$ cat config.mk
export PLATFORM = sky130hd
export DESIGN_NAME = sih_front
export DESIGN_NICKNAME = d
export VERILOG_FILES = /design/src/rtl/sih_pkg.sv /design/src/rtl/sih_front.sv
export SDC_FILE = /design/constraint.sdc
export NUM_CORES = 1
export LEC_CHECK = 0
export BUFFER_PORTS_ARGS = -buffer_cell sky130_fd_sc_hd__buf_2
export CORE_MARGIN = 5
export CORE_UTILIZATION = 28
export DETAILED_ROUTE_END_ITERATION = 16
export PLACE_DENSITY = 0.51
export SLEW_MARGIN = 40
export SYNTH_ARGS = -nofsm -noshare
export SYNTH_HDL_FRONTEND = slang
export SYNTH_SLANG_ARGS = --single-unit
$ cat constraint.sdc
create_clock -name clk -period 6.3 [get_ports clk]
set_input_delay 1.89 -clock clk [delete_from_list [all_inputs] [get_ports clk]]
set_output_delay 1.89 -clock clk [all_outputs]
set_load 0.1 [all_outputs]
$ cat src/rtl/sih_pkg.sv
package sih_pkg;

	localparam int ENTRY_ID_W  = 10;
	localparam int STATUS_W    = 3;
	localparam int DESC_HASH_W = 16;
	localparam int DESC_LEN_W  = 9;
	localparam logic [31:0] HASH_SEED = 32'd5381;
	localparam int HASH_SHIFT  = 5;

	localparam logic [STATUS_W-1:0] ST_FOUND    = 3'd0;
	localparam logic [STATUS_W-1:0] ST_INSERTED = 3'd1;
	localparam logic [STATUS_W-1:0] ST_ABSENT   = 3'd2;
	localparam logic [STATUS_W-1:0] ST_FULL     = 3'd3;
	localparam logic [STATUS_W-1:0] ST_TOO_LONG = 3'd4;

	typedef struct packed {
		logic       operation;
		logic [7:0] key_byte;
		logic       byte_present;
		logic       key_end;
	} key_item_t;

	typedef struct packed {
		logic [ENTRY_ID_W-1:0] entry_id;
		logic [STATUS_W-1:0]   status;
	} result_t;

	// One finished key handed from the front to the back.
	typedef struct packed {
		logic                   op;
		logic                   long_key;
		logic                   bank;
		logic [DESC_LEN_W-1:0]  len;
		logic [DESC_HASH_W-1:0] hash;
	} desc_t;

endpackage

$ cat src/rtl/sih_front.sv
module sih_front #(
	parameter int TABLE_SLOTS   = 1024,
	parameter int MAX_KEY_BYTES = 32
) (
	input  logic                                  clk,
	input  logic                                  arst_n,
	input  logic                                  accept,
	input  sih_pkg::key_item_t                    item,
	output logic                                  desc_push,
	output sih_pkg::desc_t                        desc,
	output logic                                  kb_we,
	output logic [$clog2(2*MAX_KEY_BYTES)-1:0]    kb_waddr,
	output logic [7:0]                            kb_wdata
);
	import sih_pkg::*;

	localparam int SLOT_W = $clog2(TABLE_SLOTS);
	localparam int LEN_W  = $clog2(MAX_KEY_BYTES + 1);
	localparam int KB_AW  = $clog2(2 * MAX_KEY_BYTES);

	logic              active_q;
	logic              op_q;
	logic [SLOT_W-1:0] hash_q;
	logic [LEN_W-1:0]  cnt_q;
	logic              long_q;
	logic              bank_q;

	logic              op_eff;
	logic              room;
	logic [SLOT_W-1:0] hash_n;
	logic [LEN_W-1:0]  cnt_n;
	logic              long_n;
	logic [KB_AW-1:0]  bank_base;

	always_comb begin
		op_eff    = active_q ? op_q : item.operation;
		room      = (cnt_q < LEN_W'(MAX_KEY_BYTES));
		hash_n    = hash_q;
		cnt_n     = cnt_q;
		long_n    = long_q;
		if (item.byte_present) begin
			// h * 33 + byte; only the slot bits matter
			hash_n = (hash_q << HASH_SHIFT) + hash_q + SLOT_W'(32'(item.key_byte));
			if (room) begin
				cnt_n = cnt_q + 1'b1;
			end else begin
				long_n = 1'b1;
			end
		end
		bank_base = bank_q ? KB_AW'(MAX_KEY_BYTES) : '0;
	end

	assign kb_we    = accept && item.byte_present && room;
	assign kb_waddr = bank_base + KB_AW'(cnt_q);
	assign kb_wdata = item.key_byte;

	assign desc_push     = accept && item.key_end;
	assign desc.op       = op_eff;
	assign desc.long_key = long_n;
	assign desc.bank     = bank_q;
	assign desc.len      = DESC_LEN_W'(cnt_n);
	assign desc.hash     = DESC_HASH_W'(hash_n);

	always_ff @(posedge clk or negedge arst_n) begin
		if (!arst_n) begin
			active_q <= 1'b0;
			op_q     <= 1'b0;
			hash_q   <= HASH_SEED[SLOT_W-1:0];
			cnt_q    <= '0;
			long_q   <= 1'b0;
			bank_q   <= 1'b0;
		end else if (accept) begin
			if (item.key_end) begin
				active_q <= 1'b0;
				op_q     <= 1'b0;
				hash_q   <= HASH_SEED[SLOT_W-1:0];
				cnt_q    <= '0;
				long_q   <= 1'b0;
				bank_q   <= !bank_q;
			end else begin
				active_q <= 1'b1;
				op_q     <= op_eff;
				hash_q   <= hash_n;
				cnt_q    <= cnt_n;
				long_q   <= long_n;
			end
		end
	end
endmodule

# After elaboration in Yosys (flattened, before gate mapping)
# Cells that the tools add are included.
[totals]
regBits = 20
input_bits = 14
wordCells = 28
[op_classes]
add_sub_neg = 4
order_cmp = 1
muxes = 12
n_reduce_logical = 5
[ops]
columns = ["op", "n"]
rows = [
  ["2-to-1 mux 6 bit", 4],
  ["2-to-1 mux 10 bit", 2],
  ["adder 10 bit", 1],
  ["adder 10 x 8 -> 10 bit", 1],
  ["adder 6 x 1 -> 6 bit (second input constant)", 1],
  ["adder 6 bit", 1],
  ["less-than comparator 6 bit (second input constant)", 1],
  ["2-to-1 mux 1 bit", 6],
  ["logical AND 1 bit", 3],
  ["AND reduction 2 bit", 1],
  ["logical NOT 1 bit", 1],
]

# Longest topological paths before layout
[logic_depth]
word_depth = 4
depth_mapped = 10
ltp_nobuf = 9

# Least setup slack after synthesis
# Ideal clock, no wire load.
[synth_timing]
kind = "in2out"
start = "in item[8] (netlist name)"
end = "out desc[9] (netlist name)"
arrival_time_ps = 5092
required_time_ps = 4410
slack_ps = -682
stages = 8
n_path_buf = 1
path_cell_list = "fa_1 > ha_1 > buf_4 > a21o_1 > a221o_1 > a41oi_2 > xnor2_1 > mux2i_1"
[synth_lines]
columns = ["element", "line", "source"]
rows = [
  ["from (decl)", "sih_front.sv:8", "input sih_pkg::key_item_t item,"],
  ["to (decl)", "sih_front.sv:10", "output sih_pkg::desc_t desc,"],
]

==> results.toml <==
[run_status]
status = "finished clean"

[grt]
use_met1 = 0.139
overflow = 0
grt_use_total = 0.101
grt_pass1_vias = 1381
antenna_found_initial = 0
grt_max_degree = 28
grt_use_met3 = 0.0225
grt.busiest_layer = "met2"
grt_pass1_wl_um = 6920
grt_use_met2 = 0.161

[setup_path]
critPathArrivalTime_ns = 4.15
end_kind = "output port"
r2r_cells = 7
crit_chain = "buf_2, fa_1, ha_1, and2_4, a221o_1, a41oi_2, xnor2_1, mux2i_2, buf_12"
critPathLaunch = "item[9]"
regToRegSetupSlack_ns = 3.71
r2r_start = "hash_q[2]$_DFFE_PN1P_"
start_kind = "input pin"
r2r-end = "hash_q[9]$_DFFE_PN0P_"
worst_path_max_delay_cell = "fa_1"
cp_max_fo = 7
setup.worst_path.class = "in -> out"
slowest_delay_ns = 0.47
worstSetupEndpoint = "desc[9]"
crit_required_ns = 4.41

[cells_and_area]
drive_gt1_frac = 0.326
multi_input_area_sq_um = 1090
num_antenna_cells = 0
fillers = 667
final_core_util = 0.328
seqCellArea_sq_um = 504
finalNonFillerCells = 295
final_nets = 252
syn_to_final_growth_pct = 14.6

[run]
drv_cap = 0

[detailed_routing]
drt-vias-per-instance = 4.80
vias = 1417
drt_iter0_drc = 63
drc = 0
dr.pass1.iters = 4
ant_nets = 0
wl_um = 4310
post_drt_wl_per_cell_um = 14.6

[die]
core_sq_um = 6310
die_y_um = 90.4
initial_utilization = 0.287
die_x_um = 90.4
rows = 29
die_area_sq_um = 8170
io_pins = 58

[sta]
period_minus_slack_ns = 6.04
tightest_slew_ns = 0.634
min_period_over_period = 0.959
slew_viol_final = 0
finalClockSkew_ns = 0.00390
setup_viol = 0
hold_viol = 0
max_clock_freq_mhz = 165
slew_headroom = 0.576
rsz0062_at_grt = "false"

[logic_synthesis]
async_flop_share = 1.00
synth-main-ff-cell = "dfrtp_1"
syn_avg_cell_area_sq_um = 9.52
netlist_instances = 190
ys_seq_area_frac = 0.279
yosys_register_bits = 20
synth_edf_count = 0
yosysWarnings = 0
syn_area_sq_um = 1810
synthDistinctLibCells = 50

[clock_tree]
htree_num_levels = 1
cts_buffer_depth = 2
post_cts_buffers = 0
cts_buffers = 3
postCtsHoldBufs = 0
postCtsResizedCells = 0
cts_tree = "built"
root_buffer = "clkbuf_8"
cts.clk_slew.worst_paths_ns = 0.08
clock_latency_ns = 0.25
clock-sinks = 20

[place]
dp_hpwl_um = 3380
dp_cells = 291
place.gp.congestion = 0.811
io_buffers = 48

[min_path]
hold_class = "reg -> reg"
worst min-delay path by stage:
| stage | startpoint | end | slack, ns | cells after the start |
|---|---|---|---|---|
| after global placement | active_q$_DFFE_PN0P_ | active_q$_DFFE_PN0P_ | 0.48 | 1 |
| after global routing | bank_q$_DFFE_PN0P_ | bank_q$_DFFE_PN0P_ | 0.53 | 1 |
| final | op_q$_DFFE_PN0P_ | op_q$_DFFE_PN0P_ | 0.51 | 1 |
| after floorplan | active_q$_DFFE_PN0P_ | active_q$_DFFE_PN0P_ | 0.46 | 1 |
| after CTS | active_q$_DFFE_PN0P_ | active_q$_DFFE_PN0P_ | 0.51 | 1 |
| after detailed placement | active_q$_DFFE_PN0P_ | active_q$_DFFE_PN0P_ | 0.48 | 1 |
final cells by class:
| type | instances | area share |
|---|---|---|
| tap | 77 | 0.0465 |
| clock buffer | 4 | 0.0266 |
| sequential | 20 | 0.243 |
| multi-input combinational | 135 | 0.524 |
| inverter | 10 | 0.0181 |
| timing repair buffer | 49 | 0.141 |
flip-flops by register name, summed over array words and instances, names as in the netlist:
name,flops
bank_q,1
active_q,1
long_q,1
op_q,1
hash_q,10
cnt_q,6
cell usage in the layout (no fill, tap or decap), drive strengths merged, types with 2 or more instances in the layout:
master / synthesis / routed
a31oi: 2 / 2
fa: 4 / 4
inv: 10 / 10
o21bai: 2 / 2
xor2: 5 / 5
o31ai: 2 / 2
dfstp: 3 / 3
nor4: 2 / 2
nand3: 3 / 3
conb: 1 / 9
nand3b: 2 / 2
nor2: 7 / 7
o21ai: 4 / 4
mux2: 6 / 6
a21boi: 2 / 2
nand2: 11 / 11
nor2b: 3 / 3
xnor2: 9 / 9
nor3b: 3 / 3
clkbuf: 3 / 4
nand4: 2 / 2
and2: 3 / 3
a221o: 2 / 2
buf: 30 / 49
a21oi: 8 / 8
ha: 15 / 15
dfrtp: 17 / 17
a22o: 8 / 8
a21o: 5 / 5
synthesized netlist by cell type (3+ instances only):
cell | instances | area share
buf_4 | 26 | 0.11
dfrtp_1 | 17 | 0.24
ha_1 | 15 | 0.10
nand2_1 | 11 | 0.023
inv_1 | 10 | 0.021
xnor2_1 | 9 | 0.044
a21oi_1 | 8 | 0.022
a22o_1 | 8 | 0.039
nor2_1 | 7 | 0.015
mux2_2 | 6 | 0.037
a21o_1 | 5 | 0.021
xor2_1 | 5 | 0.024
fa_1 | 4 | 0.044
o21ai_0 | 4 | 0.011
clkbuf_1 | 3 | 0.0062
dfstp_2 | 3 | 0.044
nand3_1 | 3 | 0.0083
nor2b_1 | 3 | 0.010
nor3b_1 | 3 | 0.012
layer usage:
layer,vias up,wire [um]
met5,-,0
met1,667,2050
met4,0,27
li1,704,-
met2,44,1960
met3,2,260
stage by stage:
stage               setup TNS (ns)  area [sq um]  hold WS, ns  setup WS, ns
finish                           0          2070        0.510         0.255
detailed placement               0          2020        0.485         0.252
floorplan                   -0.425          1860        0.459        -0.306
CTS                              0          2070        0.511         0.242
global route                     0          2070        0.532         0.181
global placement                 0          2020        0.480         0.269
kinds of logic (layout without fill, tap and decap cells):
logic type | count (synthesis) | after routing | synth area share
compound gates | 43 | 43 | 0.181
xor+xnor | 14 | 14 | 0.0678
fa+ha+maj | 19 | 19 | 0.148
buf+inv | 43 | 63 | 0.148
flops | 20 | 20 | 0.279
mux | 7 | 7 | 0.0429
other cells | 1 | 9 | 0.00207
simple gates | 43 | 43 | 0.131
critical path: cells and delay by family:
kind	cells	cell delay (ns)
mux	1	0.23
compound gates	2	0.51
xor+xnor	1	0.14
fa+ha+maj	2	0.87
simple gates	1	0.19
buf+inv	2	0.32
Power is not shown: default switching activity piles up to over one toggle a cycle in this logic, so the estimate is an artifact.
