**src/rtl/sih_ram.sv**
```systemverilog
module sih_ram #(
	parameter int WIDTH = 8,
	parameter int DEPTH = 32
) (
	input  logic                     clk,
	input  logic                     we,
	input  logic [$clog2(DEPTH)-1:0] waddr,
	input  logic [WIDTH-1:0]         wdata,
	input  logic [$clog2(DEPTH)-1:0] raddr,
	output logic [WIDTH-1:0]         rdata
);
	logic [WIDTH-1:0] mem_q [DEPTH];

	always_ff @(posedge clk) begin
		if (we) begin
			mem_q[waddr] <= wdata;
		end
		rdata <= mem_q[raddr];
	end
endmodule

```
**config.mk**
```make
export PLATFORM = sky130hd
export DESIGN_NAME = sih_ram
export DESIGN_NICKNAME = d
export VERILOG_FILES = /design/src/rtl/sih_ram.sv
export SDC_FILE = /design/constraint.sdc
export NUM_CORES = 1
export LEC_CHECK = 0
export BUFFER_PORTS_ARGS = -buffer_cell sky130_fd_sc_hd__buf_2
export CAP_MARGIN = 20
export CORE_ASPECT_RATIO = 1.4
export CORE_UTILIZATION = 66
export CTS_CLUSTER_DIAMETER = 80
export DETAILED_ROUTE_END_ITERATION = 8
export PLACE_DENSITY_LB_ADDON = 0.3
export SYNTH_ARGS = -nofsm -noshare
export SYNTH_HDL_FRONTEND = slang
export SYNTH_SLANG_ARGS = --single-unit
```
**constraint.sdc**
```tcl
create_clock -name clk -period 3 [get_ports clk]
set_input_delay 0 -clock clk [delete_from_list [all_inputs] [get_ports clk]]
set_output_delay 0 -clock clk [all_outputs]
set_load 0.005 [all_outputs]
```
# After elaboration in Yosys (flattened, before gate mapping)
# Memories as Yosys holds them, arrays and structs flattened. A register that Yosys moved wholly into a read port is not among the register bits.
# Cells that the tools add are included.
dict set report word_totals {
  register_bits 0
  ram_bits 256
  input_bits 20
  output_inout_bits 8
  word_cells 3
  n_memories 1
}
dict set report op_classes {
  n_mux 2
}
# memory words word_bits rd rd_ports_with_merged_regs wr line
set memory_table {}
lappend memory_table {mem_q 32 8 1 1 1 12} ;# logic [WIDTH-1:0] mem_q [DEPTH];
# op n
set op_table {}
lappend op_table {{two-way mux 1 bit} 2}

# Logic depth before layout (Yosys ltp)
# Gate-level depths: netlist of the first run.
dict set report depth {
  depth_word 2
  ltp_mapped 5
  depth_no_buf 3
}

# Least setup slack after synthesis of the first run
# Ideal clock, no wire load.
dict set report synth_timing {
  kind {input-to-reg}
  from {input port raddr[2]}
  to {register rdata[0] (read register of mem_q)}
  setup_time_ns 0.121
  arrival_time_ns 1.682
  required_time_ns 2.879
  setup_slack_ns 1.198
  cell_stages 5
  n_path_buf 2
  path_cell_list {clkbuf_1 -> clkbuf_1 -> mux4_2 -> mux4_2 -> mux2_2}
}
# element line
set synth_lines {}
lappend synth_lines {{start, declared} 9} ;# input logic [$clog2(DEPTH)-1:0] raddr,
lappend synth_lines {{end, declared} 10} ;# output logic [WIDTH-1:0] rdata

==> results by group, run 1 <==
Min path
  • Hold Crit Start: wdata[3]
  • Hold path cells: 1
  • Worst Hold Path EP: mem_q[3][3]
  • Hold Path Class: input port to flop

Timing
  • Fin crit share: 62.03%
  • Final Hold Vio Count: 0
  • Unrepaired setup endpoints after global routing: no
  • Rel. slew slack: 37.51%
  • Final Max Tran Viols: 0
  • Final setup viols: 0
  • Setup_tns: 0 ns
  • Final Critical Period: approximately 1.9 ns
  • Clock Skews: roughly 0.0062 ns
  • FMAX: about 0.54 GHz
  • Least-Margin Pin Slew: 0.9339 ns

Layout
  • Area delta synth->final: 10.04%
  • Post-route cell area: approximately 11000 um^2
  • Non-Filler Instances: 660
  • Most frequent cells in the layout: edfxtp_1, mux4_2, nor2_1
  • Filler Cell Count: 792
  • # nets final: 473
  • Antenna diodes: 0
  • Final Core Density: 74.15%
  • Most common cell after layout, fill and taps aside: edfxtp_1
  • Layout cells sized above 1: 31.41%

Floorplan
  • Die Y: about 150 um
  • I/O pins: 28
  • Rows: 53
  • Die Wd: 106.3 um
  • Core box area: 14920 um^2
  • Die ar.: 15740 um^2
  • Starting Density: around 67%

Global routing
  • Global-route usage over all layers: 28.37%
  • Largest net degree at the start of global routing: 65
  • Initial antenna violation count: 0
  • Vias in the first global route: 4662
  • Grt ovf: 0
  • First-pass GRT wire length: just over 30000 um

Critical path
  • Crit. End Element: flop
  • Crit Path Category: flop to flop
  • Startpoint Class: flop
  • R2R Path Start: mem_q[31][3]
  • R2R Path End: rdata[3]
  • R2r worst-path depth: 3
  • WP data arrival: about 2.3 ns
  • Worst-path fanout max: 1
  • Reg2reg setup slack: 1.14 ns
  • Critical Path RT: 3.40 ns

CTS
  • CTS H-Tree Depth: 1
  • Clk slew on worst S/H paths: roughly 0.070 ns
  • Post-CTS setup buffer count: 0
  • Num CTS Buffers: 23
  • TritonCTS clock tree: yes
  • Clock root cell: clkbuf_16
  • Worst skew pair latency: 0.51 ns
  • Number of clock sinks: ~260
  • Clk buf depth: 3

Place
  • Routability cong.: roughly 0.84
  • HPWL after DPL: 12760 um
  • Dpl cells: 619
  • Placed Area: 10390 um^2
  • Buffers added on ports: 27

Yosys
  • Syn nets: about 440
  • Distinct cells, synth: 15
  • Syn Area/Cell: approximately 24 um^2
  • Sequential share of the synthesized area: 78.06%
  • Synthesized area: 10050 um^2
  • Simple-gate share of the synthesized area: roughly 2.1%
  • Warnings from Yosys: 0
  • Post-Synth Adder-Cell Area: 0%
  • #FFs+latches synth: 264
  • Compound-Gate Fraction of Synth Area: 0%
  • Cell count after synthesis: 417
  • Mux cell area share after synthesis: 18.82%
  • Largest family of logic cells by synthesized area: multiplexers
  • XOR/XNOR Fraction of Synth Area: 0%

Route
  • ANT nets after route: 0
  • First-pass DRT Iterations: 5
  • Routed via count: 4530
  • Residual DRC: 0
  • Vias per Instance: a little under 7
  • DR iter-0 viols: 456
  • Wire per inst: 31.29 um
  • Total Wirelength: about 21000 um

Power and ir drop
  • Power Total: 7.223 mW
  • Pwr Density: between 600 and 700 nW/um^2
  • VDD IR-drop max: 0.6085 mV
  • P_leak: between 3 and 4 nW

Run status
  • Status: finished, final reports clean

Flow run
  • Max cap viols: 0
-- where the power goes --
part / switching [mW] / internal (mW)
registers: 0.0215 / 4.10
clock network: 1.22 / 1.50
logic: 0.213 / 0.167
total: 1.45 / 5.77
-- worst max-delay path, stage by stage, from the launching register on --
cell and delay (ns):
edfxtp_1 0.40, mux4_2 0.50, mux4_2 0.56, mux2_2 0.29
-- kinds of logic after synthesis --
| family | after synthesis |
|---|---|
| buffers and inverters | 20 |
| muxes | 88 |
| and+or+nand+nor | 45 |
| DFF | 264 |
-- registers in the layout, indices dropped and copies added (netlist names) --
name   flops
rdata      8
mem_q    256
-- layout make-up --
| type | instances | area (um^2) | share of cell area, % |
|---|---|---|---|
| Multi-Input combinational cell | 133 | 2100 | 18.98 |
| Tap cell | 192 | 240.2 | 2.171 |
| Clock buffer | 34 | 616.8 | 5.576 |
| Timing Repair Buffer | 31 | 207.7 | 1.877 |
| Clock inverter | 6 | 51.30 | 0.4637 |
| Sequential cell | 264 | 7848 | 70.93 |
-- synth_stat cells --
cell type | count | area (um^2)
buf_1 | 6 | 22.52
buf_2 | 1 | 5.000
buf_4 | 6 | 45.04
buf_6 | 1 | 11.26
clkbuf_1 | 6 | 22.52
dfxtp_1 | 8 | 160.2
edfxtp_1 | 256 | 7687
mux2_2 | 8 | 90.09
mux4_2 | 80 | 1802
nand2_1 | 1 | 3.750
nand3_1 | 2 | 10.01
nand3b_1 | 5 | 37.54
nor2_1 | 33 | 123.9
or3_1 | 1 | 6.260
or3b_2 | 3 | 26.28
-- timing repair --
item / 4_1_cts / 5_1_grt
endpoints found under the hold margin: 8 / 0
hold buffers: 1 / 0
resized for setup: 0 / 0
-- how the worst max path moves through the flow --
stage	start	endpoint	slack (ns)	cells past startpoint
after detailed placement	raddr[0]	rdata[7]	0.85	5
after floorplan	raddr[2]	rdata[0]	1.20	5
after global routing	mem_q[31][3]	rdata[3]	1.14	3
after CTS	mem_q[31][3]	rdata[3]	1.15	3
after global placement	raddr[0]	rdata[7]	0.85	5
final	mem_q[31][3]	rdata[3]	1.14	3
-- per-stage QoR --
stage / hold WS, ns / setup WS, ns
floorplan: 0.09887 / 1.198
detailed placement: 0.4003 / 0.8528
finish: 0.04561 / 1.139
global route: 0.04431 / 1.137
CTS: 0.04099 / 1.147
global placement: 0.4044 / 0.8541
-- metal layers --
layer	GRT usage, %	vias to the layer above	part of all wire [%]
met5	0	-	0
met4	7.847	0	2.7
met3	3.836	45	7.0
met2	51.10	247	55
met1	36.46	2390	35
li1	-	1848	-
No activity file was read; power rests on OpenSTA's default activity.
==> run 2, diff against run 1 <==
CORE_UTILIZATION = 61   (was 66)
clock period = 1.9 ns   (was 3 ns; I/O delays follow)
==> results by group, run 2 (synthesis gave the netlist of run 1 again) <==
Run status
  • Status: finished, final reports clean

Layout
  • Layout cells sized above 1: 38.93% (+7.5 points)
  • Most common cell after layout, fill and taps aside: edfxtp_1
  • Final Core Density: 71.28% (-2.9 points)
  • Most frequent cells in the layout: edfxtp_1, mux4_2, buf_4
  • Filler Cell Count: 861 (+8.7%)
  • Largest reg by FF count: mem_q
  • Post-route cell area: 11530 um^2 (+4.2%)
  • # nets final: 510 (+7.8%)
  • Area delta synth->final: 14.66%
  • Max reg flops: 256 (unchanged)
  • Antenna diodes: 0 (unchanged)
  • Biggest regs: mem_q: 256 flops, rdata: 8 flops

Route
  • Routed via count: 4673 (+3.2%)
  • ANT nets after route: 0 (unchanged)
  • First-pass DRT Iterations: 5 (unchanged)
  • Vias per Instance: 6.628 (-3.4%)
  • DR iter-0 viols: 364 (-20%)
  • Wire per inst: 28.80 um (-8.0%)
  • Total Wirelength: 20300 um (-1.7%)
  • Residual DRC: 0 (unchanged)

CTS
  • Post-CTS setup buffer count: 0 (unchanged)
  • CTS H-Tree Depth: 1 (unchanged)
  • Clock root cell: clkbuf_16
  • TritonCTS clock tree: yes
  • Num CTS Buffers: 23 (unchanged)
  • Clk slew on worst S/H paths: 0.07 ns (about the same)
  • CTS resizes: 0 (unchanged)
  • Number of clock sinks: 264 (unchanged)
  • Clk buf depth: 3 (unchanged)
  • Hold buffer count at CTS: 1 (unchanged)
  • Worst skew pair latency: 0.51 ns (about the same)

Global routing
  • Largest net degree at the start of global routing: 45 (-31%)
  • Global-route usage over all layers: 24.80% (-3.6 points)
  • Vias in the first global route: 4864 (+4.3%)
  • First-pass GRT wire length: 30240 um (-1.2%)
  • Grt ovf: 0 (unchanged)
  • Initial antenna violation count: 0 (unchanged)

Critical path
  • Critical Path RT: 2.30 ns (-1.10 ns)
  • Crit. End Element: flop
  • Critical path launch point: mem_q[13][1]
  • R2R Path Start: mem_q[13][1]
  • WP data arrival: 2.22 ns (-0.04 ns)
  • Worst-path fanout max: 1 (unchanged)
  • Startpoint Class: flop
  • R2r worst-path depth: 3 (unchanged)
  • Crit Path Category: flop to flop

Place
  • Post-placement setup slack: -0.003151 ns (-0.8560 ns)
  • Routability cong.: 0.7960 (-5.3%)
  • Placed Area: 10710 um^2 (+3.1%)
  • Buffers added on ports: 27 (unchanged)
  • HPWL after DPL: 12200 um (-4.3%)

Floorplan
  • Die Wd: 110.5 um (+3.9%)
  • Starting Density: 62.17% (-5.2 points)
  • I/O pins: 28 (unchanged)
  • Die Y: 153.9 um (+4.0%)
  • Core box area: 16170 um^2 (+8.4%)
  • Rows: 55 (+3.8%)
  • Die ar.: 17010 um^2 (+8.1%)

Timing
  • Rel. slew slack: 57.45% (+20 points)
  • Least-Margin Pin Slew: 0.6382 ns (-0.2957 ns)
  • Fin crit share: 96.21% (+34 points)
  • Unrepaired setup endpoints after global routing: no
  • Final Max Tran Viols: 0 (unchanged)
  • Final setup viols: 0 (unchanged)
  • FMAX: 0.5470 GHz (+1.8%)
  • Hold Slack: 0.02358 ns (-0.02203 ns)
  • Final Hold Vio Count: 0 (unchanged)
  • Final Critical Period: 1.828 ns (-0.03276 ns)
  • Final setup margin: 0.07200 ns (-1.067 ns)
  • Clock Skews: 0.01609 ns (+0.009845 ns)

Power and ir drop
  • Pwr Density: 1048 nW/um^2 (+61%)
  • P_leak: 3.721 nW (+8.5%)
  • VDD IR-drop max: 0.8627 mV (+42%)

Min path
  • Hold path cells: 1 (unchanged)
  • Hold Crit Start: wdata[4]
  • Hold Path Class: input port to flop

Flow run
  • Max cap viols: 0 (unchanged)
## run 2: path summary, 6_finish.rpt
path,endpoint,slack [ns]
setup reg to reg,rdata[1],0.07
setup / recovery,rdata[1],0.07
hold reg to reg,rdata[4],0.90
hold / removal,mem_q[21][4],0.02
## run 2: stage by stage
stage	total power [mW]	setup TNS, ns	std cells
3_3_place_gp	7.235	0	663
2_1_floorplan	6.962	0	417
6_report	12.08	0	705
5_1_grt	12.35	0	705
3_5_place_dp	7.258	-0.003151	663
4_1_cts	12.14	0	705
## run 2: power breakdown
part / internal, mW / switching, mW
Clock: 2.97 / 1.98
Combinational: 0.287 / 0.338
Sequential: 6.47 / 0.0342
Total: 9.73 / 2.35
## run 2: area by class of cell
class | count | area (um^2) | area share (%)
clock buffer | 26 | 606.8 | 5.264
clock inverter | 15 | 201.4 | 1.748
multi-input combinational | 133 | 2100 | 18.21
sequential | 264 | 7848 | 68.08
tap | 199 | 249.0 | 2.160
timing repair buffer | 68 | 523.0 | 4.537
## run 2: layer usage
metal  GRT usage, %  share of wire [%]  vias up  routed length (um)
met2          42.59                 53      229               10700
met3          3.666                7.1       39                1444
met5              0                  0        -                   0
met4          7.048                2.3        0                 459
met1          33.77                 38     2486                7701
li1               -                  -     1919                   -
## run 2: critical path: stages, from the launching register on
cell      delay (ns)
edfxtp_1        0.37
mux4_2          0.50
mux4_2          0.55
mux2_2          0.30
