<file path="config.mk">
export PLATFORM = sky130hd
export DESIGN_NAME = sih_fifo
export DESIGN_NICKNAME = d
export VERILOG_FILES = /design/src/rtl/sih_fifo.sv
export SDC_FILE = /design/constraint.sdc
export NUM_CORES = 1
export LEC_CHECK = 0
export BUFFER_PORTS_ARGS = -buffer_cell sky130_fd_sc_hd__buf_2
export CORE_UTILIZATION = 52
export CTS_BUF_LIST = sky130_fd_sc_hd__clkbuf_16
export DETAILED_ROUTE_END_ITERATION = 7
export GPL_TIMING_DRIVEN = 0
export PLACE_DENSITY = 0.8
export SYNTH_ARGS = -nofsm -noshare
export SYNTH_HDL_FRONTEND = slang
export SYNTH_SLANG_ARGS = --single-unit
export TNS_END_PERCENT = 100
</file>
<file path="constraint.sdc">
create_clock -name clk -period 2.4 [get_ports clk]
set_clock_uncertainty 0.05 [all_clocks]
set_input_delay 0.36 -clock clk [delete_from_list [all_inputs] [get_ports clk]]
set_output_delay 0.36 -clock clk [all_outputs]
set_load 0.02 [all_outputs]
</file>
<file path="src/rtl/sih_fifo.sv">
module sih_fifo #(
	parameter int WIDTH = 8
) (
	input  logic             clk,
	input  logic             arst_n,
	input  logic             push,
	input  logic [WIDTH-1:0] wdata,
	output logic             full,
	input  logic             pop,
	output logic [WIDTH-1:0] rdata,
	output logic             empty
);
	// Two-entry queue.
	logic [WIDTH-1:0] mem_q [2];
	logic             wr_q;
	logic             rd_q;
	logic [1:0]       cnt_q;
	logic             do_push;
	logic             do_pop;

	assign full    = (cnt_q == 2'd2);
	assign empty   = (cnt_q == 2'd0);
	assign rdata   = mem_q[rd_q];
	assign do_push = push && !full;
	assign do_pop  = pop && !empty;

	always_ff @(posedge clk) begin
		if (do_push) begin
			mem_q[wr_q] <= wdata;
		end
	end

	always_ff @(posedge clk or negedge arst_n) begin
		if (!arst_n) begin
			wr_q  <= 1'b0;
			rd_q  <= 1'b0;
			cnt_q <= 2'd0;
		end else begin
			if (do_push) begin
				wr_q <= !wr_q;
			end
			if (do_pop) begin
				rd_q <= !rd_q;
			end
			cnt_q <= cnt_q + {1'b0, do_push} - {1'b0, do_pop};
		end
	end
endmodule

</file>
# ---- After elaboration in Yosys (flattened, before gate mapping)
# Memory sizes are Yosys's and may differ from the RTL's.
# Cells that the tools add are included.
dict set report totals {
  reg_bits 4
  mem_bits_rw 16
  inputBits 12
  out_inout_bits 10
  wordCells 16
  memories 1
}
# name depth width read_ports rd_ports_with_merged_regs write_ports line_no
set memory_table {}
lappend memory_table {mem_q 2 8 1 0 1 14} ;# logic [WIDTH-1:0] mem_q [2];
dict set report op_classes {
  addsub 2
  eq_ne 1
  mux 2
  n_reduce_logical 7
}
# cell n
set ops {}
lappend ops {{1-bit zero test} 4}
lappend ops {{2-bit by 1-bit adder with 2-bit output} 1}
lappend ops {{2-bit == test, second input constant} 1}
lappend ops {{1-bit logical AND} 2}
lappend ops {{2-bit zero test} 1}
lappend ops {{1-bit two-way mux} 2}
lappend ops {{2-bit by 1-bit subtractor with 2-bit output} 1}

# ---- Logic depth before layout (Yosys ltp)
# Gate-level depths: netlist of the first run.
dict set report logic_depth {
  depth_word 5
  depth_mapped 7
  depth_no_buf 7
}

# ---- Least setup slack after synthesis of the first run
# Ideal clock, no wire load.
dict set report synth_timing {
  path_kind {reg2reg}
  from {register cnt_q[1]}
  to {register cnt_q[1]}
  arrival_time_ps 1572
  required_ps 2227
  path_slack_ps 656
  stages_incl_launch_ff 8
  path_buffers 0
  period_less_slack_ps 1744
  path_cell_list {dfrtp_1 > nor2_1 > nor2b_2 > ha_1 > inv_1 > ha_1 > xnor2_1 > xnor2_1}
}
# element line_no
set synth_rtl {}
lappend synth_rtl {{from (decl)} 17} ;# logic [1:0] cnt_q;
lappend synth_rtl {{from (signal assigned)} 45} ;# cnt_q <= cnt_q + {1'b0, do_push} - {1'b0, do_pop};
lappend synth_rtl {{2-bit zero test} 22} ;# assign empty = (cnt_q == 2'd0);
lappend synth_rtl {{via empty} 11} ;# output logic empty
lappend synth_rtl {{1-bit zero test} 25} ;# assign do_pop = pop && !empty;
lappend synth_rtl {{1-bit logical AND} 25}
lappend synth_rtl {{via do_pop} 19} ;# logic do_pop;
lappend synth_rtl {{2-bit by 1-bit subtractor with 2-bit output} 45}
# The timed path passes the listed nets, and every way through them passes these cells.
# A chain may end at the register's enable or synchronous reset.

# ---- Worst setup path in the final report of the first run
dict set report layout_timing {
  from {register rd_q}
  to {output rdata[2]}
}
dict set report layout_via {
  elab_chain_cells 1
}
# element line_no
set layout_lines {}
lappend layout_lines {{from (decl)} 16} ;# logic rd_q;
lappend layout_lines {{from (signal assigned)} 43} ;# rd_q <= !rd_q;
lappend layout_lines {{memory read 2 x 8 bit} n/a}
lappend layout_lines {{to (decl)} 10} ;# output logic [WIDTH-1:0] rdata,
# No other way between the ends.

==> results of run 1 <==
==> area by class of cell <==
class                   instances  area share
plain buffers                   1    0.005063
clock buffers                   3     0.07595
clock inverters                 1    0.003797
inverters                       2    0.007595
multi-input cells              20      0.1848
flip-flops and latches         20      0.5873
well taps                      15     0.01899
repair buffers                 22      0.1165
==> where the power goes <==
part / switching (mW) / total, mW / internal (mW)
clock: 0.106 / 0.327 / 0.221
combinational: 0.262 / 0.453 / 0.191
sequential: 0.0376 / 0.525 / 0.487
total: 0.406 / 1.31 / 0.900
==> per-stage QoR <==
step | std cells | hold WS (ps) | area, µm² | utilization | worst slack, ps
floorplan | 43 | 14.41 | 775.7 | - | 655.8
global placement | 79 | 121.1 | 899.6 | 0.6664 | 802.8
finish | 84 | 252.7 | 988.4 | 0.7322 | 671.4
global route | 84 | 252.9 | 988.4 | 0.7322 | 618.7
detailed placement | 79 | 122.1 | 899.6 | 0.6664 | 770.2
CTS | 84 | 251.6 | 988.4 | 0.7322 | 668.5
==> cell families after synthesis <==
| group | count (synthesis) |
|---|---|
| AND/OR/NAND/NOR | 6 |
| multiplexers | 8 |
| flip-flops | 20 |
| adder cells (fa/ha/maj) | 2 |
| buffers and inverters | 3 |
| XOR/XNOR | 4 |
==> final timing paths <==
kind	to
setup reg to reg	mem_q[0][1]
hold reg to reg	wr_q
setup / recovery	rdata[2]
max in group asynchronous	rd_q
hold / removal	mem_q[1][3]
min in group asynchronous	cnt_q[0]
==> state kept, by name, summed over array words and instances, names as in the netlist <==
| signal | flops |
|---|---|
| cnt_q | 2 |
| mem_q | 16 |
| rd_q | 1 |
| wr_q | 1 |
==> cell usage in the layout (no fill, tap or decap) <==
master         Yosys  routed
buf_2              1      22
edfxtp_1          16      16
mux2_2             8       8
dfrtp_1            4       4
xnor2_1            3       3
clkbuf_16          0       3
inv_1              2       2
nor2_1             2       2
ha_1               2       2
nand2b_1           1       1
nand2_1            1       1
and3_1             1       1
nor2b_2            1       1
xor2_1             1       1
clkinv_1           0       1
dlygate4sd3_1      0       1
==> metal layers <==
metal,GRT usage,share of wire
met5,0,0
met4,0.05000,0
met3,0.04891,0.036
met2,0.2778,0.53
met1,0.1822,0.43
==> repair_timing <==
item | in CTS | in global routing
hold endpoints to repair | 4 | 0
resized for setup | 0 | 0
hold buffers | 1 | 0
==> qor_table.md, run 1 <==
| Item | Reported | Unit |
| --- | --- | --- |
| Setup TNS | 0 | ps |
| Sequential cell area in the final layout | 580.6 | µm² |
| Most instantiated cells after synthesis | 16 x edfxtp_1, 8 x mux2_2, 4 x dfrtp_1, 3 x xnor2_1 | - |
| Die outline width | 40.63 | µm |
| Library cell occupying the most area in the post-synthesis netlist | edfxtp_1 | - |
| Clock transition time at the flip-flop clock pins of the worst setup and hold paths | 50 | ps |
| Standard cell with the maximum stage delay on the critical path | mux2_2 | - |
| Length in cells of the worst reg-to-reg path | 3 | - |
| Post-CTS Setup Inserts | 0 | - |
| Synthesized Nets | 57 | - |
| Total GRT Usage | 0.1578 | - |
| Fin. max-slew vios | 0 | - |
| Drt wl/cell | 13.51 | µm |
| Kind of cell with the highest combined delay on the critical path | buffers and inverters | - |
| Area of the die | 1650 | µm² |
| Top-area cell type share of the netlist area | 0.6194 | - |
| Count of synthesis-stage warnings from yosys | 0 | - |
| Final period util | 0.7202 | - |
| DRC violations left | 0 | - |
| Start point of the critical path | rd_q | - |
| Combined area of the multi-input logic cells | 182.7 | µm² |
| Number of CTS-inserted buffers | 3 | - |
| Longest individual stage delay on the worst path | 360 | ps |
| Number of DRC markers after the initial detailed-route iteration | 7 | - |
| Effective utilization at floorplan | 0.5746 | - |
| Final antenna-violating net count | 0 | - |
| Number of antenna repair diodes | 0 | - |
| Static leakage | 0.4153 | nW |
| Post-Synth Adder-Cell Area | 0.03226 | - |
| Vias/cell | 5.071 | - |
| Min-delay src | wdata[3] | - |
| Level count of the clock H-tree | 1 | - |
| Post-synthesis compound-gate area fraction | 0 | - |
| Fmax | 578.5 | MHz |
| Simple logic cell fraction of the synthesized area | 0.04194 | - |
| Worst slew slack as a fraction of its limit | 0.5364 | - |
| Critical path start-end classification | flop to output port | - |
| Register bit total from synthesis | 20 | - |
| Setup repair after global routing missed its margin | false | - |
| Cell depth of the worst hold path | 1 | - |
| Critical path required time | 1990 | ps |
| Slew of the pin with the lowest slew margin | 692.9 | ps |
| Main combinational cell family by area after synthesis | multiplexers | - |
| Initial antenna violation count | 0 | - |
| Path type of the worst min-delay path | input port to flop | - |
| Cells along the critical path | buf_2, mux2_2, buf_2 | - |
| Number of instances in the synthesized netlist | 43 | - |
| Number of buffers inserted by port buffering | 21 | - |
| Filler instances | 88 | - |
| Core Box Area | 1350 | µm² |
| Mapped Avg Cell Area | 18.04 | µm² |
| Via count of the first global-routing pass | 384 | - |
| Share of cell area taken by muxes after synthesis | 0.1161 | - |
| Fraction of final layout cells with drive strength greater than 1 | 0.4928 | - |
| Clk Tree Root Cell | clkbuf_16 | - |
| Std cell rows | 13 | - |
| Total I/O pin count | 22 | - |
| Clock period minus worst slack | 1729 | ps |
| Part of the Yosys area used for sequential elements | 0.7484 | - |
| Crit path buf inv count | 2 | - |
| Largest net degree at the start of global routing | 12 | - |
| Die height | 40.63 | µm |
| # setup viols final | 0 | - |
| Pwr Density | 1321 | nW/µm² |
| Count of endpoints failing hold in the final timing report | 0 | - |
| Synth-to-Final Area Change | 27.42 | % |
| Worst reg-to-reg setup slack | 780 | ps |
| Maximum clock path buffer count | 2 | - |
| Clock latency on the worst-skew pair | 240 | ps |
| Kind of capture point of the worst setup path | output port | - |
| Total Nets Final | 84 | - |
| First-pass GRT wire length | 1614 | µm |
| CP Depth | 3 | - |
| Detailed-route wire length | 1135 | µm |
| RePlAce Congestion | 0.6526 | - |
| DR pass1 iterations | 2 | - |
| Num Clock Sinks | 20 | - |
| Run status | completed | - |
| Total chip power | 1.306 | mW |
| Cell mode on critical path | buf_2 | - |
| Start of the worst register-to-register path | cnt_q[1] | - |
| Post-Synth XOR/XNOR Area | 0.04516 | - |
| # Max-Cap Violations | 0 | - |
| Cell types occupying the most area after synthesis | edfxtp_1 62%, dfrtp_1 13%, mux2_2 12% | - |
| Share of async-settable or async-resettable flops after synthesis | 0.2000 | - |
| CP max FO | 9 | - |
| Placed wire-length estimate | 847.9 | µm |
| Via count | 426 | - |
| CP startpoint kind | flop | - |
| Unique cell type count in the Yosys netlist | 13 | - |
| Combined area of all synthesized cells | 775.7 | µm² |
| Aggregate global routing overflow | 0 | - |
| CTS tree | built | - |
| Library cell with the highest instance count after synthesis | edfxtp_1 | - |
| Primary flip-flop cell chosen by synthesis mapping | edfxtp_1 | - |
| Number of synthesized flops with an enable pin | 16 | - |
| Maximum vdd ir drop | 0.7481 | mV |
| Arrival @ worst endpoint | 1320 | ps |
Note: power is estimated with default switching activity, not from simulation.
==> inputs of run 2 (changes only) <==
--- a/config.mk
+++ b/config.mk
@@ -5,12 +5,13 @@
 export SDC_FILE = /design/constraint.sdc
 export NUM_CORES = 1
 export LEC_CHECK = 0
+export ABC_AREA = 1
 export BUFFER_PORTS_ARGS = -buffer_cell sky130_fd_sc_hd__buf_2
-export CORE_UTILIZATION = 52
+export CORE_UTILIZATION = 49
 export CTS_BUF_LIST = sky130_fd_sc_hd__clkbuf_16
 export DETAILED_ROUTE_END_ITERATION = 7
 export GPL_TIMING_DRIVEN = 0
-export PLACE_DENSITY = 0.8
+export PLACE_DENSITY = 0.75
 export SYNTH_ARGS = -nofsm -noshare
 export SYNTH_HDL_FRONTEND = slang
 export SYNTH_SLANG_ARGS = --single-unit
==> constraint.sdc (replaced) <==
create_clock -name clk -period 1.66 [get_ports clk]
set_clock_uncertainty 0.05 [all_clocks]
set_input_delay 0.249 -clock clk [delete_from_list [all_inputs] [get_ports clk]]
set_output_delay 0.249 -clock clk [all_outputs]
set_load 0.02 [all_outputs]
==> run 2 against run 1 <==
Cell area is 5.7% higher; clock power grew 46%; synthesized cell count grew 74%; sequential power rose by 43%; utilization down 5.4 points; critical endpoint is now mem_q[1][1]; largest power group is now combinational cells.
==> qor_table.md, run 2 <==
| Item | Reported | Unit | vs previous |
| --- | --- | --- | --- |
| Vias/cell | 4.744 | - | -6.5% |
| Cells along the critical path | nand2_1, nand2_2, nor2_1 | - |  |
| First-pass GRT wire length | 2035 | µm | +26% |
| CP startpoint kind | flop | - |  |
| Register bit total from synthesis | 20 | - | unchanged |
| Worst slew slack as a fraction of its limit | 0.5372 | - | +0.0008580 |
| Initial antenna violation count | 0 | - | unchanged |
| Kind of cell with the highest combined delay on the critical path | simple AND/OR/NAND/NOR gates | - |  |
| Level count of the clock H-tree | 1 | - | unchanged |
| Critical path required time | 1490 | ps | -500 ps |
| Synthesized Nets | 89 | - | +56% |
| Static leakage | 0.5244 | nW | +26% |
| Top-area cell type share of the netlist area | 0.5783 | - | -0.04104 |
| Synth-to-Final Area Change | 25.75 | % |  |
| Fin util | 0.6778 | - | -0.05440 |
| Die height | 43.18 | µm | +6.3% |
| Mapped Avg Cell Area | 11.08 | µm² | -39% |
| Drt wl/cell | 10.35 | µm | -23% |
| Main combinational cell family by area after synthesis | simple AND/OR/NAND/NOR gates | - |  |
| Length in cells of the worst reg-to-reg path | 3 | - | unchanged |
| Simple logic cell fraction of the synthesized area | 0.2018 | - | +0.1599 |
| Standard cell with the maximum stage delay on the critical path | nor2_1 | - |  |
| Fin. max-slew vios | 0 | - | unchanged |
| Cell types occupying the most area after synthesis | edfxtp_1 58%, nand2_1 16%, dfrtp_1 12% | - |  |
| Run status | completed | - |  |
| Arrival @ worst endpoint | 1380 | ps | +60 ps |
| Clock transition time at the flip-flop clock pins of the worst setup and hold paths | 50 | ps | about the same |
| Area of the die | 1864 | µm² | +13% |
| Std cell rows | 14 | - | +1 |
| Crit path buf inv count | 0 | - | -2 |
| Total Nets Final | 116 | - | +38% |
| Length of routed met3 wiring | 60 | µm | +46% |
| Num Clock Sinks | 20 | - | unchanged |
| Count of synthesis-stage warnings from yosys | 0 | - | unchanged |
| Maximum clock path buffer count | 2 | - | unchanged |
| Placed wire-length estimate | 863.4 | µm | +1.8% |
| Setup TNS | 0 | ps | unchanged |
| Kind of capture point of the worst setup path | flop | - |  |
| Post-Synth XOR/XNOR Area | 0 | - | -0.04516 |
| DR pass1 iterations | 4 | - | +2 |
| Clock period minus worst slack | 1552 | ps |  |
| Via count of the first global-routing pass | 500 | - | +30% |
| Longest individual stage delay on the worst path | 540 | ps | +180 ps |
| Combined area of all synthesized cells | 830.8 | µm² | +7.1% |
| Unique cell type count in the Yosys netlist | 12 | - | -1 |
| Maximum vdd ir drop | 1.894 | mV | +150% |
| Share of cell area taken by muxes after synthesis | 0 | - | -0.1161 |
| Leading cell types in the layout, fill and taps excluded | 35 x nand2_1, 21 x buf_2, 16 x edfxtp_1 | - |  |
| Pwr Density | 1891 | nW/µm² | +43% |
| Worst slack at placement | 125.3 | ps | -644.9 ps |
| Total GRT Usage | 0.1574 | - | -0.0004586 |
| Min-delay src | wdata[3] | - |  |
| Final setup margin | 107.7 | ps | -563.7 ps |
| Hold worst-path end | mem_q[0][3] | - |  |
| Aggregate global routing overflow | 0 | - | unchanged |
| Fmax | 644.2 | MHz |  |
| R2r endpoint | mem_q[1][1] | - |  |
| Core Box Area | 1541 | µm² | +14% |
| DRC violations left | 0 | - | unchanged |
| Part of the Yosys area used for sequential elements | 0.6988 | - | -0.04959 |
| Fraction of final layout cells with drive strength greater than 1 | 0.2970 | - | -0.1957 |
| Number of buffers inserted by port buffering | 21 | - | unchanged |
| Largest net degree at the start of global routing | 12 | - | unchanged |
| Clock latency on the worst-skew pair | 240 | ps | about the same |
| Start of the worst register-to-register path | cnt_q[1] | - |  |
| Number of CTS-inserted buffers | 3 | - | unchanged |
| Critical path start-end classification | flop to flop | - |  |
| Top routing layer used | met4 | - |  |
| Post-synthesis compound-gate area fraction | 0 | - | unchanged |
| Commonest non-fill, non-tap cell in the layout | nand2_1 | - |  |
| CTS tree | built | - |  |
| Met2 wire len | 644 | µm | +7.5% |
| Die outline width | 43.18 | µm | +6.3% |
| Largest registers | mem_q x16, cnt_q x2 | - |  |
| CP max FO | 8 | - | -1 |
| Path type of the worst min-delay path | input port to flop | - |  |
| Worst reg-to-reg setup slack | 110 | ps | -670 ps |
| Setup repair after global routing missed its margin | false | - |  |
| Slew of the pin with the lowest slew margin | 691.6 | ps | -1.283 ps |
| Number of DRC markers after the initial detailed-route iteration | 6 | - | -1 |
| Number of instances in the synthesized netlist | 75 | - | +74% |
| Library cell with the highest instance count after synthesis | nand2_1 | - |  |
| Clk Tree Root Cell | clkbuf_16 | - |  |
| Start point of the critical path | cnt_q[1] | - |  |
| Total routed wire length on the met1 layer | 488 | µm | -1.0% |
| Placed cells | 112 | - | +42% |
| Most instantiated cells after synthesis | 35 x nand2_1, 16 x edfxtp_1, 9 x inv_1, 4 x dfrtp_1 | - |  |
| Share of async-settable or async-resettable flops after synthesis | 0.2000 | - | unchanged |
| Number of antenna repair diodes | 0 | - | unchanged |
| Filler instances | 116 | - | +32% |
| Via count | 555 | - | +30% |
| # Max-Cap Violations | 0 | - | unchanged |
| Library cell occupying the most area in the post-synthesis netlist | edfxtp_1 | - |  |
| Number of synthesized flops with an enable pin | 16 | - | unchanged |
| Count of endpoints failing hold in the final timing report | 0 | - | unchanged |
| Largest register by flop count | mem_q | - |  |
| Max reg flops | 16 | - | unchanged |
| RePlAce Congestion | 0.7127 | - | +9.2% |
| # setup viols final | 0 | - | unchanged |
| Final period util | 0.9351 | - |  |
| Primary flip-flop cell chosen by synthesis mapping | edfxtp_1 | - |  |
| Post-Synth Adder-Cell Area | 0.03012 | - | -0.002138 |
| Detailed-route wire length | 1211 | µm | +6.7% |
| Cell Count, Final, Fillers Out | 117 | - | +39% |
| Final antenna-violating net count | 0 | - | unchanged |
| Total I/O pin count | 22 | - | unchanged |
| Effective utilization at floorplan | 0.5390 | - | -0.03564 |
| Post-CTS Setup Inserts | 0 | - | unchanged |
| Cell depth of the worst hold path | 1 | - | unchanged |
run 2: repair_timing:
action	4_1_cts	5_1_grt
hold buffers	1	0
endpoints found under the hold margin	4	0
gates resized for setup	0	0
run 2: metal layers:
layer | up-vias | track usage
met4 | 0 | 0.05455
met1 | 249 | 0.1844
met3 | 2 | 0.06383
met2 | 13 | 0.2597
met5 | - | 0
li1 | 291 | -
run 2: logic make-up (layout without fill, tap and decap cells):
group,after synthesis,in the layout
adder cells (fa/ha/maj),2,2
buffers and inverters,12,38
flip-flops,20,20
AND/OR/NAND/NOR,41,41
run 2: power breakdown:
part           leakage [nW]  internal [mW]  switching [mW]
clock network        0.0385          0.320           0.156
logic                 0.289          0.248           0.502
registers             0.197          0.700          0.0489
total                 0.524           1.27           0.707
run 2: how the worst max path moves through the flow:
| stage | end | slack (ps) | cells past startpoint |
|---|---|---|---|
| final | mem_q[1][1] | 110 | 3 |
| after global routing | mem_q[1][5] | 30 | 3 |
| after global placement | mem_q[1][5] | 140 | 3 |
| after floorplan | cnt_q[1] | 310 | 9 |
| after CTS | mem_q[1][3] | 80 | 3 |
| after detailed placement | mem_q[1][5] | 130 | 3 |
run 2: worst register-to-register path, delay by kind of cell (launching register included):
family | cells | cell delay [ps]
and+or+nand+nor | 3 | 750
DFF | 1 | 400
run 2: cell type report:
class / instances / area, µm² / area share
Buffer: 1 / 11.26 / 0.01078
Sequential cell: 20 / 580.6 / 0.5557
Timing Repair Buffer: 22 / 115.1 / 0.1102
Clock buffer: 3 / 75.07 / 0.07186
Multi-Input combinational cell: 43 / 192.7 / 0.1844
Tap cell: 16 / 20.02 / 0.01916
Clock inverter: 1 / 3.754 / 0.003593
Inverter: 11 / 46.29 / 0.04431
run 2: metrics by stage:
step / hold WS, ps / power (mW) / area (µm²)
final: 140.1 / 1.975 / 1045
after global routing: 139.0 / 2.119 / 1045
after CTS: 138.6 / 1.997 / 1045
after detailed placement: 8.043 / 1.516 / 955.9
after global placement: 11.30 / 1.497 / 955.9
after floorplan: -96.59 / 1.301 / 830.8
==> inputs of run 3 (changes only) <==
--- a/config.mk
+++ b/config.mk
@@ -11,7 +11,8 @@
 export CTS_BUF_LIST = sky130_fd_sc_hd__clkbuf_16
 export DETAILED_ROUTE_END_ITERATION = 7
 export GPL_TIMING_DRIVEN = 0
-export PLACE_DENSITY = 0.75
+export PLACE_DENSITY = 0.72
+export RECOVER_POWER = 100
 export SYNTH_ARGS = -nofsm -noshare
 export SYNTH_HDL_FRONTEND = slang
 export SYNTH_SLANG_ARGS = --single-unit
==> run 3 against run 2 <==
Via count increased by 1.3%; critical path depth rose by 7; utilization down 1.2 points; hold slack got worse by 6.9 ps; cell area fell by 1.8%; sequential cell count stayed put; largest power group is now registers; maximum frequency increased by 3.4%; worst setup slack better by 51 ps.
==> qor_table.md, run 3 (same netlist as run 2, synthesis figures left out) <==
| Item | Reported | Unit | vs previous |
| --- | --- | --- | --- |
| Total GRT Usage | 0.1888 | - | +0.03147 |
| Aggregate global routing overflow | 0 | - | unchanged |
| Effective utilization at floorplan | 0.5390 | - | unchanged |
| RePlAce Congestion | 0.8139 | - | +14% |
| Total I/O pin count | 22 | - | unchanged |
| Post-CTS Setup Inserts | 0 | - | unchanged |
| Cell Count, Final, Fillers Out | 117 | - | unchanged |
| Die height | 43.18 | µm | unchanged |
| Placed wire-length estimate | 1054 | µm | +22% |
| Leading cell types in the layout, fill and taps excluded | 37 x nand2_1, 16 x edfxtp_1, 13 x clkbuf_1 | - |  |
| Placed cells | 112 | - | unchanged |
| Fin. max-slew vios | 0 | - | unchanged |
| Die outline width | 43.18 | µm | unchanged |
| Initial antenna violation count | 0 | - | unchanged |
| Number of CTS-inserted buffers | 3 | - | unchanged |
| CTS tree | built | - |  |
| CP startpoint kind | flop | - |  |
| Std cell rows | 14 | - | unchanged |
| Critical path required time | 1750 | ps | +260 ps |
| Number of DRC markers after the initial detailed-route iteration | 10 | - | +4 |
| Total chip power | 1.966 | mW | -0.48% |
| Worst slew slack as a fraction of its limit | 0.7133 | - | +0.1761 |
| Pwr Density | 1916 | nW/µm² | +1.3% |
| Via count of the first global-routing pass | 568 | - | +14% |
| Path type of the worst min-delay path | input port to flop | - |  |
| Arrival @ worst endpoint | 1590 | ps | +210 ps |
| Combined area of the multi-input logic cells | 190.2 | µm² | -1.3% |
| Clock period minus worst slack | 1501 | ps | -50.84 ps |
| Area of the die | 1864 | µm² | unchanged |
| DR pass1 iterations | 4 | - | unchanged |
| Number of buffers inserted by port buffering | 21 | - | unchanged |
| Via count | 562 | - | +1.3% |
| Largest net degree at the start of global routing | 12 | - | unchanged |
| Clk Tree Root Cell | clkbuf_16 | - |  |
| Detailed-route wire length | 1466 | µm | +21% |
| Num Clock Sinks | 20 | - | unchanged |
| Synth-to-Final Area Change | 23.49 | % |  |
| Setup TNS | 0 | ps | unchanged |
| First-pass GRT wire length | 2421 | µm | +19% |
| Largest registers | mem_q x16, cnt_q x2 | - |  |
| Switching part of the total power | 0.3737 | - | +0.01577 |
| Vias/cell | 4.803 | - | +1.3% |
| Slew of the pin with the lowest slew margin | 429.6 | ps | -262.0 ps |
| Largest register by flop count | mem_q | - |  |
| Number of antenna repair diodes | 0 | - | unchanged |
| Fmax | 666.0 | MHz | +3.4% |
| Length in cells of the worst reg-to-reg path | 10 | - | +7 |
| Maximum vdd ir drop | 1.093 | mV | -42% |
| Kind of capture point of the worst setup path | flop | - |  |
| Clock group share of total power | 0.248 | - | +0.007 |
| Run status | completed | - |  |
| Total Nets Final | 116 | - | unchanged |
| Maximum clock path buffer count | 2 | - | unchanged |
| Final period util | 0.9045 | - | -0.03063 |
| Cell depth of the worst hold path | 1 | - | unchanged |
| Static leakage | 0.4886 | nW | -6.8% |
| Setup repair after global routing missed its margin | false | - |  |
| Sequential cell area in the final layout | 580.6 | µm² | unchanged |
| DRC violations left | 0 | - | unchanged |
| Fin util | 0.6656 | - | -0.01218 |
| Combinational cell fraction of total power | 0.371 | - | -0.009 |
| Level count of the clock H-tree | 1 | - | unchanged |
| Internal Power | 1.231 | mW | -2.9% |
| Drt wl/cell | 12.53 | µm | +21% |
| Final antenna-violating net count | 0 | - | unchanged |
| # setup viols final | 0 | - | unchanged |
| Commonest non-fill, non-tap cell in the layout | nand2_1 | - |  |
| Proportion of power drawn by flip-flops and latches | 0.381 | - | +0.002 |
| Count of endpoints failing hold in the final timing report | 0 | - | unchanged |
| Filler instances | 132 | - | +14% |
| Psw | 0.7347 | mW | +3.9% |
| Critical path start-end classification | flop to flop | - |  |
| Clock transition time at the flip-flop clock pins of the worst setup and hold paths | 50 | ps | about the same |
| Fraction of final layout cells with drive strength greater than 1 | 0.1584 | - | -0.1386 |
| Core Box Area | 1541 | µm² | unchanged |
| # Max-Cap Violations | 0 | - | unchanged |
| CP max FO | 3 | - | -5 |
| Max reg flops | 16 | - | unchanged |
| Clock latency on the worst-skew pair | 250 | ps | about the same |
-- run 3: per-layer routing --
layer	global-route usage	part of all wire	vias to the layer above
met5	0	0	-
met4	0.1091	0.025	0
met3	0.05957	0.041	5
met2	0.3313	0.52	14
met1	0.1931	0.41	254
li1	-	-	289
-- run 3: worst max-delay path, stage by stage (launching register included) --
cell,delay (ps)
dfrtp_1,400
inv_1,80
nand2_1,100
nand2_1,90
inv_1,50
ha_1,260
inv_1,50
ha_1,170
inv_1,50
nand2_1,60
nand2_1,50
-- run 3: worst paths after layout --
kind	end	startpoint	slack (ps)
max	cnt_q[1]	cnt_q[1]	160
min	mem_q[1][6]	wdata[6]	130
max reg2reg	cnt_q[1]	cnt_q[1]	160
min reg2reg	wr_q	wr_q	430
max in group asynchronous	rd_q	arst_n	1040
min in group asynchronous	wr_q	arst_n	320
-- run 3: timing repair --
item                       4_1_cts  5_1_grt
setup endpoints to repair        0        8
gates resized for setup          0        1
hold endpoints to repair         4        0
hold buffers                     1        0
-- run 3: power by group through the flow --
stage          logic [mW]  clock network, mW  registers (mW)
2_1_floorplan       0.556                  0           0.746
3_3_place_gp        0.753                  0           0.751
4_1_cts             0.782              0.492           0.752
3_5_place_dp        0.776                  0           0.760
6_report            0.730              0.487           0.749
5_1_grt             0.826              0.514           0.763
-- run 3: cell type report --
cell class,instances,area share
buffer,1,0.01098
clock buffer,3,0.07317
clock inverter,1,0.003659
inverter,11,0.04512
multi-input combinational,43,0.1854
sequential,20,0.5659
tap,16,0.01951
timing repair buffer,22,0.09634
-- run 3: metrics by stage --
step / hold slack (ps) / worst slack, ps / cell area, µm²
2_1_floorplan: -96.59 / 308.1 / 830.8
3_3_place_gp: 13.32 / 92.20 / 955.9
3_5_place_dp: 16.06 / 87.93 / 955.9
4_1_cts: 133.4 / 78.01 / 1045
5_1_grt: 131.8 / 76.04 / 1026
6_report: 133.2 / 158.6 / 1026
